File: src/rtl/b64e_pkg.sv
package b64e_pkg;

  localparam int unsigned FifoDepth = 2;

  localparam logic [6:0] PadIndex = 7'h40;
  localparam logic [6:0] CharUpperA = 7'h41;
  localparam logic [6:0] CharLowerA = 7'h61;
  localparam logic [6:0] CharZero = 7'h30;
  localparam logic [6:0] CharPlus = 7'h2B;
  localparam logic [6:0] CharSlash = 7'h2F;
  localparam logic [6:0] CharPad = 7'h3D;

  // One group of up to three bytes, left aligned, low bytes zero filled.
  typedef struct packed {
    logic [23:0] word;
    logic [1:0]  have;   // bytes in the group, 1..3
    logic        last;
  } group_t;

  // Alphabet index (0..63, or the pad index) to ASCII.
  function automatic logic [6:0] b64_char(input logic [6:0] idx);
    logic [6:0] c;
    if (idx < 7'd26) begin
      c = CharUpperA + idx;
    end else if (idx < 7'd52) begin
      c = CharLowerA + (idx - 7'd26);
    end else if (idx < 7'd62) begin
      c = CharZero + (idx - 7'd52);
    end else if (idx == 7'd62) begin
      c = CharPlus;
    end else if (idx == 7'd63) begin
      c = CharSlash;
    end else begin
      c = CharPad;
    end
    return c;
  endfunction

endpackage

File: src/rtl/b64e_front.sv
module b64e_front (
  input  logic                clk,
  input  logic                rst,
  input  logic                in_valid,
  input  logic [7:0]          in_byte,
  input  logic                in_last,
  input  logic                q_full,
  output logic                in_ready,
  output logic                push,
  output b64e_pkg::group_t    push_group
);

  logic [15:0] held_bytes;
  logic [1:0]  group_count;
  logic [1:0]  have;
  logic        accept;

  assign in_ready = !q_full;
  assign accept = in_valid && in_ready;
  assign have = group_count + 2'd1;
  assign push = accept && (have == 2'd3 || in_last);

  always_comb begin
    push_group.have = have;
    push_group.last = in_last;
    case (have)
      2'd1: push_group.word = {in_byte, 16'h0000};
      2'd2: push_group.word = {held_bytes[7:0], in_byte, 8'h00};
      default: push_group.word = {held_bytes, in_byte};
    endcase
  end

  always_ff @(posedge clk) begin
    if (rst) begin
      held_bytes <= '0;
      group_count <= '0;
    end else if (accept) begin
      if (push) begin
        held_bytes <= '0;
        group_count <= '0;
      end else begin
        held_bytes <= {held_bytes[7:0], in_byte};
        group_count <= have;
      end
    end
  end

endmodule

File: src/rtl/b64e_fifo.sv
module b64e_fifo #(
  parameter int unsigned DEPTH = b64e_pkg::FifoDepth
) (
  input  logic              clk,
  input  logic              rst,
  input  logic              push,
  input  b64e_pkg::group_t  push_group,
  input  logic              pop,
  output b64e_pkg::group_t  head,
  output logic              empty,
  output logic              full
);

  localparam int unsigned AW = (DEPTH > 1) ? $clog2(DEPTH) : 1;
  localparam int unsigned CW = $clog2(DEPTH + 1);
  localparam logic [AW-1:0] LastAddr = AW'(DEPTH - 1);

  b64e_pkg::group_t mem [DEPTH];
  logic [AW-1:0] wr_ptr;
  logic [AW-1:0] rd_ptr;
  logic [CW-1:0] count;

  assign empty = (count == '0);
  assign full = (count == CW'(DEPTH));
  assign head = mem[rd_ptr];

  always_ff @(posedge clk) begin
    if (push) begin
      mem[wr_ptr] <= push_group;
    end
  end

  always_ff @(posedge clk) begin
    if (rst) begin
      wr_ptr <= '0;
      rd_ptr <= '0;
      count <= '0;
    end else begin
      if (push) begin
        wr_ptr <= (wr_ptr == LastAddr) ? '0 : wr_ptr + AW'(1);
      end
      if (pop) begin
        rd_ptr <= (rd_ptr == LastAddr) ? '0 : rd_ptr + AW'(1);
      end
      if (push && !pop) begin
        count <= count + CW'(1);
      end else if (pop && !push) begin
        count <= count - CW'(1);
      end
    end
  end

endmodule

File: src/rtl/b64e_back.sv
module b64e_back (
  input  logic              clk,
  input  logic              rst,
  input  b64e_pkg::group_t  head,
  input  logic              q_empty,
  output logic              pop,
  input  logic              out_ready,
  output logic              out_valid,
  output logic [6:0]        out_char,
  output logic              out_last
);

  b64e_pkg::group_t cur;
  logic       cur_valid;
  logic [1:0] k;
  logic       adv;
  logic [5:0] idx6;
  logic [6:0] idx;

  // output slot free this cycle
  assign adv = !out_valid || out_ready;
  assign pop = !q_empty && (!cur_valid || (adv && k == 2'd3));

  always_comb begin
    case (k)
      2'd0: idx6 = cur.word[23:18];
      2'd1: idx6 = cur.word[17:12];
      2'd2: idx6 = cur.word[11:6];
      default: idx6 = cur.word[5:0];
    endcase
    idx = (k > cur.have) ? b64e_pkg::PadIndex : {1'b0, idx6};
  end

  always_ff @(posedge clk) begin
    if (rst) begin
      cur_valid <= 1'b0;
      out_valid <= 1'b0;
      k <= '0;
    end else begin
      if (adv) begin
        if (cur_valid) begin
          out_valid <= 1'b1;
          out_char <= b64e_pkg::b64_char(idx);
          out_last <= cur.last && (k == 2'd3);
        end else begin
          out_valid <= 1'b0;
        end
      end
      // a queued group loads on the cycle the previous one sends its fourth char, or at once when none is held
      if (pop) begin
        cur <= head;
        cur_valid <= 1'b1;
        k <= '0;
      end else if (adv && cur_valid) begin
        k <= k + 2'd1;
        if (k == 2'd3) begin
          cur_valid <= 1'b0;
        end
      end
    end
  end

endmodule

File: src/rtl/base64_encoder_unit.sv
// Streaming Base64 encoder, standard alphabet with '=' padding. Bytes enter on
// the slave stream, one per cycle when the group queue has room; tlast on a
// byte ends the message and closes a short group with zero fill and one or two
// pad characters. Characters leave on the master stream one per cycle while
// m_tready is high, and each group of three bytes (or a short final group)
// becomes four characters: the single character register at the output sets
// the sustained rate. A queue of FIFO_DEPTH finished groups sits between
// the byte assembler and the character sequencer so either side can stall.
// tlast on the output marks the final character of a message.
module base64_encoder_unit #(
  parameter int unsigned FIFO_DEPTH = b64e_pkg::FifoDepth
) (
  input  logic       clk,
  input  logic       rst,
  input  logic       s_tvalid,
  output logic       s_tready,
  input  logic [7:0] s_tdata,   // [7:0] data_byte
  input  logic       s_tlast,   // last_byte
  output logic       m_tvalid,
  input  logic       m_tready,
  output logic [7:0] m_tdata,   // [6:0] out_char, [7] zero
  output logic       m_tlast    // last_char
);

  b64e_pkg::group_t push_group;
  b64e_pkg::group_t head;
  logic push;
  logic pop;
  logic q_empty;
  logic q_full;
  logic [6:0] out_char;

  b64e_front u_front (
    .clk        (clk),
    .rst        (rst),
    .in_valid   (s_tvalid),
    .in_byte    (s_tdata),
    .in_last    (s_tlast),
    .q_full     (q_full),
    .in_ready   (s_tready),
    .push       (push),
    .push_group (push_group)
  );

  b64e_fifo #(
    .DEPTH (FIFO_DEPTH)
  ) u_fifo (
    .clk        (clk),
    .rst        (rst),
    .push       (push),
    .push_group (push_group),
    .pop        (pop),
    .head       (head),
    .empty      (q_empty),
    .full       (q_full)
  );

  b64e_back u_back (
    .clk       (clk),
    .rst       (rst),
    .head      (head),
    .q_empty   (q_empty),
    .pop       (pop),
    .out_ready (m_tready),
    .out_valid (m_tvalid),
    .out_char  (out_char),
    .out_last  (m_tlast)
  );

  assign m_tdata = {1'b0, out_char};

endmodule

File: config.mk
export PLATFORM = sky130hd
export DESIGN_NAME = base64_encoder_unit
export DESIGN_NICKNAME = d
export VERILOG_FILES = /design/src/rtl/b64e_pkg.sv /design/src/rtl/b64e_front.sv /design/src/rtl/b64e_fifo.sv /design/src/rtl/b64e_back.sv /design/src/rtl/base64_encoder_unit.sv
export SDC_FILE = /design/constraint.sdc
export NUM_CORES = 1
export LEC_CHECK = 0
export BUFFER_PORTS_ARGS = -buffer_cell sky130_fd_sc_hd__buf_2
export CAP_MARGIN = 20
export CORE_MARGIN = 2
export CORE_UTILIZATION = 55
export CTS_CLUSTER_DIAMETER = 80
export DETAILED_ROUTE_END_ITERATION = 8
export HOLD_SLACK_MARGIN = 0.12
export PLACE_DENSITY_LB_ADDON = 0.3
export SLEW_MARGIN = 5
export SYNTH_ARGS = -nofsm -noshare
export SYNTH_HDL_FRONTEND = slang
export SYNTH_SLANG_ARGS = --single-unit
export TNS_END_PERCENT = 50
File: constraint.sdc
create_clock -name clk -period 4.21 [get_ports clk]
set_clock_uncertainty 0.15 [all_clocks]
set_input_delay 1.0525 -clock clk [delete_from_list [all_inputs] [get_ports clk]]
set_output_delay 1.0525 -clock clk [all_outputs]
set_load 0.01 [all_outputs]
* Yosys cells after proc, flatten, opt, wreduce, memory -nomap -nowiden
Memories as Yosys holds them, arrays and structs flattened. A register that Yosys moved wholly into a read port is not among the register bits.
Cells that the tools add are included.
W data, S select, Z words.
** Operators by class
- Divide/modulo/power cells :: 0
- Reductions and logical operators :: 26
- Eq/ne operators :: 9
- Bitwise gates (word level) :: 1
- Shifts and indexed selects :: 0
- Multiply operators :: 0
- Muxes and demuxes :: 20
- Magnitude comparators :: 4
- Add/sub/neg operators :: 11
** Operator list (count)
- $pmux W24 S2 :: 1
- $mux W7 :: 5
- $pmux W6 S3 :: 1
- $mux W16 :: 1
- $add A7 B7 Y7 const A :: 2
- $eq A7 B6 Y1 const B :: 2
- $lt A7 B6 Y1 const B :: 2
- $eq A2 B2 Y1 const B :: 5
- $logic_and A1 B1 Y1 :: 8
- $mux W1 :: 8
- $add A6 B7 Y7 const A :: 1
- $lt A7 B5 Y1 const B :: 1
- $sub A7 B5 Y7 const B :: 1
- $sub A7 B6 Y7 const B :: 1
- $add A2 B1 Y2 const B :: 3
- $logic_not A1 Y1 :: 6
- $mux W2 :: 3
- $reduce_bool A2 Y1 :: 3
- $mux W5 :: 1
- $eq A2 B1 Y1 const B :: 2
- $logic_not A2 Y1 :: 2
- $reduce_and A2 Y1 :: 2
- $logic_or A1 B1 Y1 :: 3
- $reduce_and A3 Y1 :: 1
- 5 further kinds :: 6
** Word-level totals
- Output and inout bits :: 11
- Memories kept :: 1
- Logic and storage cells :: 82
- Register bits after elaboration :: 34
- Bits in latches :: 0
- Bits in writable memories :: 54
- Input bits :: 13
- Memory bits (read-only) :: 0
** Memories
- u_fifo.mem :: words 2, width 27, read ports 1, clocked after memory_dff 1, wr ports 1, line b64e_fifo.sv:18 : b64e_pkg::group_t mem [DEPTH];

* Longest topological paths before layout
Gate-level depths: netlist of the first run.
- Depth after elaboration :: 9
- Depth in mapped cells :: 12
- Depth with buffers taken out :: 11

* Cells and area by module
A second synthesis of the first run with hierarchy kept.
** Second synthesis, totals
- Cell total of the unflattened synthesis :: 371
- Area, all modules :: 5057.4 um2
** By module, submodules not included
- b64e_fifo :: area an instance 2153.3 um2, times used 1, cells each 106
- b64e_back :: area an instance 1913.1 um2, times used 1, cells each 151
- b64e_front :: area an instance 979.7 um2, times used 1, cells each 112
- base64_encoder_unit :: area an instance 11.3 um2, times used 1, cells each 2

* Worst setup path after synthesis of the first run
No wires, ideal clock.
- Path type :: input to register
- Start :: in s_tvalid
- End :: mem u_fifo.mem[0][0] in the netlist's numbering, enable pin
- Path buffers :: 2
- Library setup time :: 0.445 ns
- Stages on the path :: 4
- Arrival time :: 3.439 ns
- Data required time :: 3.615 ns
- Setup slack :: 0.176 ns
- Cell sequence :: nand2_1 > clkbuf_1 > buf_1 > nor3_1
** On the way
- Cells in the longest elaborated chain, start to end :: 4
** RTL lines
- start, declared :: line base64_encoder_unit.sv:15 : input logic s_tvalid,
- $logic_and A1 B1 Y1 :: line b64e_front.sv:19 : assign accept = in_valid && in_ready;
- $logic_and A1 B1 Y1 :: line b64e_front.sv:21 : assign push = accept && (have == 2'd3 || in_last);
- $mux W1 :: line b64e_fifo.sv:28 : if (push) begin
- $mux W1 (implied by the code) :: line b64e_fifo.sv:29 : mem[wr_ptr] <= push_group;
- end, declared :: line b64e_fifo.sv:18
No other way between the ends.

* Final worst setup path of the first run
- Start :: reg u_back.k[1]
- End :: reg u_back.out_char[4] (data pin)
** On the way
- Cells in the longest elaborated chain, start to end :: 9
- Elaborated cells on any way between the ends :: 21
- Classes of those cells :: add/sub: 5; order compare: 4; eq/ne: 4; mux: 7; reduce/logical: 1
** RTL lines
- start, declared :: line b64e_back.sv:15 : logic [1:0] k;
- start signal, assigned :: line b64e_back.sv:55 : k <= k + 2'd1;
- $eq A2 B2 Y1 (tied with other cells) :: line b64e_back.sv:25 : case (k)
- $pmux W6 S3 :: line b64e_back.sv:25
- $mux W7 * :: line b64e_back.sv:31 : idx = (k > cur.have) ? b64e_pkg::PadIndex : {1'b0, idx6};
- parallel branches: the longest is 5 deep, another holds $sub A7 B6 Y7
- $mux W7 * :: line b64e_pkg.sv:23 : if (idx < 7'd26) begin
- end signal, assigned :: line b64e_back.sv:43 : out_char <= b64e_pkg::b64_char(idx);
- end, declared :: line b64e_back.sv:9 : output logic [6:0] out_char,
Mark *: on every way between the ends.
A chain may end at the register's enable or synchronous reset.

==> flow_summary.toml, run 1 <==
[status]
status = "finished clean"

[cts]
cts.clk_slew.worst_paths_ns = 0.06
numCtsBuffers = 17
ctsResizeCount = 0
cts_tree = "yes"
clkLatencyLatePin_ns = 0.51
clock_path_buffers = 2
clock_sinks = 115
cts_setup_buffers = 0
cts_max_level = 4
ctsHoldBuffers = 0
root_buffer = "clkbuf_8"

[critical_path]
regToRegSetupSlack_ns = 1.26
required_ns = 4.32
end_kind = "flop"
crit_top_cell = "ha_1"
start_kind = "flop"
crit_arrival_ns = 3.06
critical-path-slowest-cell = "ha_1"
cp_max_fo = 16
cp_cell_sequence = "ha_1 > mux2i_2 > nand2_2 > inv_2 > ha_1 > o22ai_1 > or3_1 > o21ai_0 > a31oi_1"
slowest_delay_ns = 0.56
critical_path_class = "reg -> reg"

[yosys]
synth_ff_type = "edfxtp_1"
synth_area_per_cell_um2 = 12.16
synthesis.area_mm2 = 0.005142
synthXorXnorAreaFrac = 0.008516
synth_cells = 423
async_flop_share = 0
synth_simple_gate_area_frac = 0.1238
synth_compound_area_frac = 0.1102
synth_nets = 450
yosysUniqueCellTypes = 51
yosysWarnings = 0
synthAdderAreaFrac = 0.03406
synth_edf_count = 89
ys_seq_area_frac = 0.6209
synth_top_family_by_area = "simple AND/OR/NAND/NOR gates"
synth_mux_area_frac = 0.06788
yosys_register_bits = 115

[floorplan]
die_h_um = 100.7
dieWidth_um = 100.7
fp.coreArea_mm2 = 0.009153
rows = 35
initial_utilization = 0.5619
pin_count = 24
die-area_mm2 = 0.01014

[sta]
tightest_slew_ns = 0.8623
slew-limit-headroom = 0.4230
fin_crit_sh = 0.7008
rsz0062_at_grt = "false"
max_freq_mhz = 338.9
final-max-slew-violation-count = 0
finalSetupViolations = 0
tns_ns = 0
hold_viol_final = 0
finalCriticalPeriod_ns = 2.950

[finish]
syn_to_final_growth_pct = 14.14
postLayoutCoreUtil = 0.6413
final_nets = 473
drive_gt1_frac = 0.2026
diodes = 0

[detailed_routing]
drt-initial-drc-count = 281
viasPerCell = 5.761
drtAntennaViolNets = 0
via_count = 3284
wl_per_cell_um = 17.35
dr.pass1.iters = 7
finalWirelength_um = 9889
drcViolationCount = 0

[power]
switching_share = 0.3106
pwr_density_cell_mw_per_mm2 = 673.6
ir_drop_uv = 354.3
clkPwrFrac = 0.329
p_sw_uw = 1228
combPwrFrac = 0.287
internal_power_uw = 2726
p_leak_uw = 0.002133
seqPwrFrac = 0.384

[place]
place_congestion = 0.9143
io_buffers = 22
dp_hpwl_um = 6460

[grt]
grt_antenna_before_repair = 0
grt.met1_usage = 0.2652
grt_util_all_layers = 0.2124
grt_first_pass_wirelength_um = 16060
grt_use_met3 = 0.06519
met2_usage = 0.3508
grt_max_degree = 29
grt_pass1_vias = 3199
grt.overflow.total = 0
grt-busiest-layer = "met2"

[flow_run]
max_cap_viol_count = 0

[min_path]
hold_class = "reg -> reg"
cell usage after synthesis (2+ instances only):
master / number / area, um2
edfxtp_1: 89 / 2673
nand2_1: 52 / 195.2
a21oi_1: 30 / 150.1
mux2_2: 28 / 315.3
dfxtp_1: 26 / 520.5
nand3_1: 20 / 100.1
nor2_1: 20 / 75.07
clkbuf_1: 16 / 60.06
a22oi_1: 14 / 105.1
ha_1: 14 / 175.2
inv_1: 14 / 52.55
o21ai_0: 13 / 65.06
and2_1: 12 / 75.07
nand2b_1: 12 / 75.07
nor3_1: 6 / 30.03
a222oi_1: 3 / 30.03
a22o_1: 3 / 26.28
and3_1: 3 / 18.77
xnor2_1: 3 / 26.28
a211o_1: 2 / 17.52
a311o_1: 2 / 20.02
buf_1: 2 / 7.510
buf_4: 2 / 15.01
inv_2: 2 / 7.510
mux2i_1: 2 / 20.02
nand4_1: 2 / 12.51
nor4_1: 2 / 12.51
o21a_1: 2 / 15.01
o22ai_1: 2 / 12.51
o311a_1: 2 / 20.02
or3_1: 2 / 12.51
xor2_1: 2 / 17.52
worst max-delay path, delay by kind of cell, from the launching register on:
kind	cells	cell delay (ns)
buffers and inverters	1	0.15
flip-flops	1	0.40
multiplexers	1	0.40
adder cells (fa/ha/maj)	2	0.78
AO/OA/AOI/OAI	3	0.29
AND/OR/NAND/NOR	2	0.53
path summary, 6_finish.rpt:
check,from,endpoint,cells after the start
max,u_back.k[1],u_back.out_char[4],9
min reg2reg,u_front.held_bytes[11],u_front.held_bytes[11],2
min,u_front.held_bytes[11],u_front.held_bytes[11],2
max reg2reg,u_back.k[1],u_back.out_char[4],9
flip-flops by register name, summed over array words and instances, names as in the netlist, 2 cells and up:
signal / flops
u_front.held_bytes: 16
u_fifo.count: 2
u_back.cur: 27
u_front.group_count: 2
u_fifo.mem: 54
u_back.k: 2
u_back.out_char: 7
layout make-up:
type                    count  area (um2)
well taps                 111       138.9
flip-flops and latches    115        3193
repair buffers             27       147.6
clock buffers              29       530.5
fillers                   663        3283
inverters                  16       60.06
clock inverters             3       16.27
multi-input cells         269        1783
cells by family (layout without fill, tap and decap cells):
logic type	count (synthesis)	after routing
xor+xnor	5	5
flops	115	115
mux	31	31
compound gates	84	84
fa+ha+maj	14	14
simple gates	134	134
buf+inv	39	75
other cells	1	1
stage by stage:
| step | cell area, um2 | hold slack [ns] | cells | setup WS (ns) | power, uW |
|---|---|---|---|---|---|
| after floorplan | 5142 | 0.2821 | 423 | 0.1761 | 2391 |
| after global placement | 5323 | 0.2886 | 538 | 1.223 | 2599 |
| after detailed placement | 5323 | 0.2941 | 538 | 1.153 | 2646 |
| after CTS | 5869 | 0.3024 | 570 | 1.259 | 3956 |
| after global routing | 5869 | 0.3208 | 570 | 1.024 | 4155 |
| final | 5869 | 0.3001 | 570 | 1.260 | 3954 |
metal layers:
layer / share of wire / routed length, um
met4: 0.015 / 146
met5: 0 / 0
met3: 0.046 / 450
met1: 0.44 / 4386
met2: 0.50 / 4905
cells in the final DEF, fill, tap and decap left out, drive strengths merged, types with 3 or more instances in the layout:
cell type	netlist	final
nand2	53	53
a22o	3	3
nand2b	12	12
inv	16	17
nor2	20	20
ha	14	14
and3	3	3
clkbuf	16	29
xnor2	3	3
and2	12	12
buf	7	27
o21ai	15	15
mux2i	3	3
a22oi	15	15
mux2	28	28
nand3	20	20
dfxtp	26	26
a222oi	3	3
nor3	7	7
edfxtp	89	89
a21oi	30	30
power groups by stage:
| stage | sequential, uW | combinational (uW) | clock, uW |
|---|---|---|---|
| final | 1520 | 1140 | 1300 |
| after global placement | 1530 | 1070 | 0 |
| after global routing | 1530 | 1260 | 1360 |
| after CTS | 1520 | 1120 | 1310 |
| after detailed placement | 1540 | 1110 | 0 |
| after floorplan | 1530 | 863 | 0 |
Note: power is estimated with default switching activity, not from simulation.
==> inputs of run 2 (changes only) <==
==> constraint.sdc (replaced) <==
create_clock -name clk -period 2.6 [get_ports clk]
set_clock_uncertainty 0.15 [all_clocks]
set_input_delay 0.65 -clock clk [delete_from_list [all_inputs] [get_ports clk]]
set_output_delay 0.65 -clock clk [all_outputs]
set_load 0.01 [all_outputs]
==> run 2 against run 1 <==
Against the previous run: design area grew 7.1%; die area is the same; sequential power grew 62%; fmax grew 15%; register-to-register slack lost 1.2 ns; wire length grew 9.9%; cell count grew 4.6%; critical path type unchanged.
==> flow_summary.toml, run 2 (synthesized netlist as in run 1, its figures left out) <==
[cts]
root_buffer = "clkbuf_8"
clock_sinks = 115
clkLatencyLatePin_ns = 0.51
cts_tree = "yes"
numCtsBuffers = 17
cts_max_level = 4
clock_path_buffers = 2
cts.clk_slew.worst_paths_ns = 0.06

[critical_path]
critical_path_class = "reg -> reg"
crit_arrival_ns = 2.67
start_kind = "flop"
cp_cell_sequence = "inv_4 > ha_4 > a222oi_1 > mux2i_2 > nand2_2 > inv_4 > ha_4 > o22ai_2 > or3_4 > a2bb2oi_2 > a311o_1"
slowest_delay_ns = 0.40
cp_max_fo = 5
worstSetupStartpoint = "u_back.k[1]"
end_kind = "flop"
critical-path-slowest-cell = "dfxtp_4"
r2r_start = "u_back.k[1]"
reg2reg_depth = 11
required_ns = 2.70

[floorplan]
die_h_um = 100.7
fp.coreArea_mm2 = 0.009153
dieWidth_um = 100.7
pin_count = 24
die-area_mm2 = 0.01014
initial_utilization = 0.5619
rows = 35

[grt]
grt_pass1_vias = 3372
grt_first_pass_wirelength_um = 16930
grt.overflow.total = 0
grt_max_degree = 29
grt_util_all_layers = 0.2218
grt_antenna_before_repair = 0

[status]
status = "finished clean"

[detailed_routing]
drt-initial-drc-count = 165
viasPerCell = 5.775
dr.pass1.iters = 5
finalWirelength_um = 10870
drcViolationCount = 0
wl_per_cell_um = 18.24
via_count = 3442
drtAntennaViolNets = 0

[min_path]
min_path_cells = 1
hold_class = "in -> reg"
min-delay-start = "s_tlast"

[flow_run]
max_cap_viol_count = 0

[finish]
final_cell_mix = "edfxtp_1, nand2_1, buf_4"
max_flop_register = "u_fifo.mem"
fill_cells = 642
multiInputGateArea_mm2 = 0.001943
final_nets = 499
postLayoutCoreUtil = 0.6871
largest_reg_flops = 54
diodes = 0
syn_to_final_growth_pct = 22.29
regArea_mm2 = 0.003198
reg_top3 = "u_fifo.mem x54, u_back.cur x27, u_front.held_bytes x16"
drive_gt1_frac = 0.3072
final_common_cell = "edfxtp_1"

[sta]
finalSetupViolations = 0
final-max-slew-violation-count = 0
max_freq_mhz = 389.2
finalCriticalPeriod_ns = 2.570
fin_crit_sh = 0.9883
slew-limit-headroom = 0.4681
hold_viol_final = 0
tightest_slew_ns = 0.7953

[place]
place_congestion = 0.9275
io_buffers = 22
dp_hpwl_um = 6965

[power]
pwr_density_cell_mw_per_mm2 = 1138
ir_drop_uv = 574.5
p_leak_uw = 0.002303
finalPower_uw = 7154
-- run 2: cell types whose count changed in the layout (fill, tap and decap cells not counted), sizes merged --
cell / change
buf: +26
bufinv: +4
clkbuf: -9
clkinv: +5
clkinvlp: +1
inv: -1
-- run 2: power by group --
part           total (uW)  leakage [uW]  switching [uW]  internal, uW
Combinational        2380      0.000980            1340          1040
Sequential           2470       0.00104             115          2350
Clock                2300      0.000285             764          1540
Total                7150       0.00230            2220          4930
-- run 2: metal layers --
metal,global-route usage,share of wire,up-vias
met4,0.09905,0.035,0
met2,0.3697,0.50,104
li1,-,-,1652
met5,0,0,-
met3,0.04993,0.039,27
met1,0.2772,0.42,1659
-- run 2: worst max-delay path, delay by kind of cell, from the launching register on --
family                     cells  cell delay [ns]
AOI/OAI and AO/OA              4             0.91
DFF                            1             0.40
adders and majority gates      2             0.32
and+or+nand+nor                2             0.26
muxes                          1             0.14
buffers and inverters          2             0.11
-- run 2: final timing paths --
check / end / slack [ns]
setup reg to reg: u_back.out_char[1] / 0.03
hold / removal: u_fifo.mem[0][0] / 0.23
setup / recovery: u_back.out_char[1] / 0.03
hold reg to reg: u_front.held_bytes[8] / 0.30
-- run 2: per-stage QoR --
step | hold slack [ns] | setup slack (ns) | instances | setup TNS [ns] | cell area [um2]
2_1_floorplan | 0.2821 | -0.01169 | 423 | -0.01169 | 5156
3_3_place_gp | 0.2872 | 0.09639 | 561 | 0 | 5514
4_1_cts | 0.2112 | 0.04138 | 593 | 0 | 6108
6_report | 0.2297 | 0.03032 | 596 | 0 | 6289
5_1_grt | 0.2105 | -0.07816 | 596 | -0.1082 | 6289
3_5_place_dp | 0.2941 | 0.01106 | 561 | 0 | 5514
-- run 2: repair_timing --
| action | CTS | global route |
|---|---|---|
| endpoints found under the setup margin | 2 | 4 |
| pin swaps | 1 | 13 |
| hold buffers | 0 | 0 |
| resized for setup | 3 | 39 |
| buffers inserted | 0 | 3 |
-- run 2: area by class of cell --
class | instances | area share
sequential | 115 | 0.5086
multi-input combinational | 269 | 0.3090
clock buffer | 20 | 0.06765
timing repair buffer | 53 | 0.05651
clock inverter | 12 | 0.02587
tap | 111 | 0.02209
inverter | 16 | 0.01035
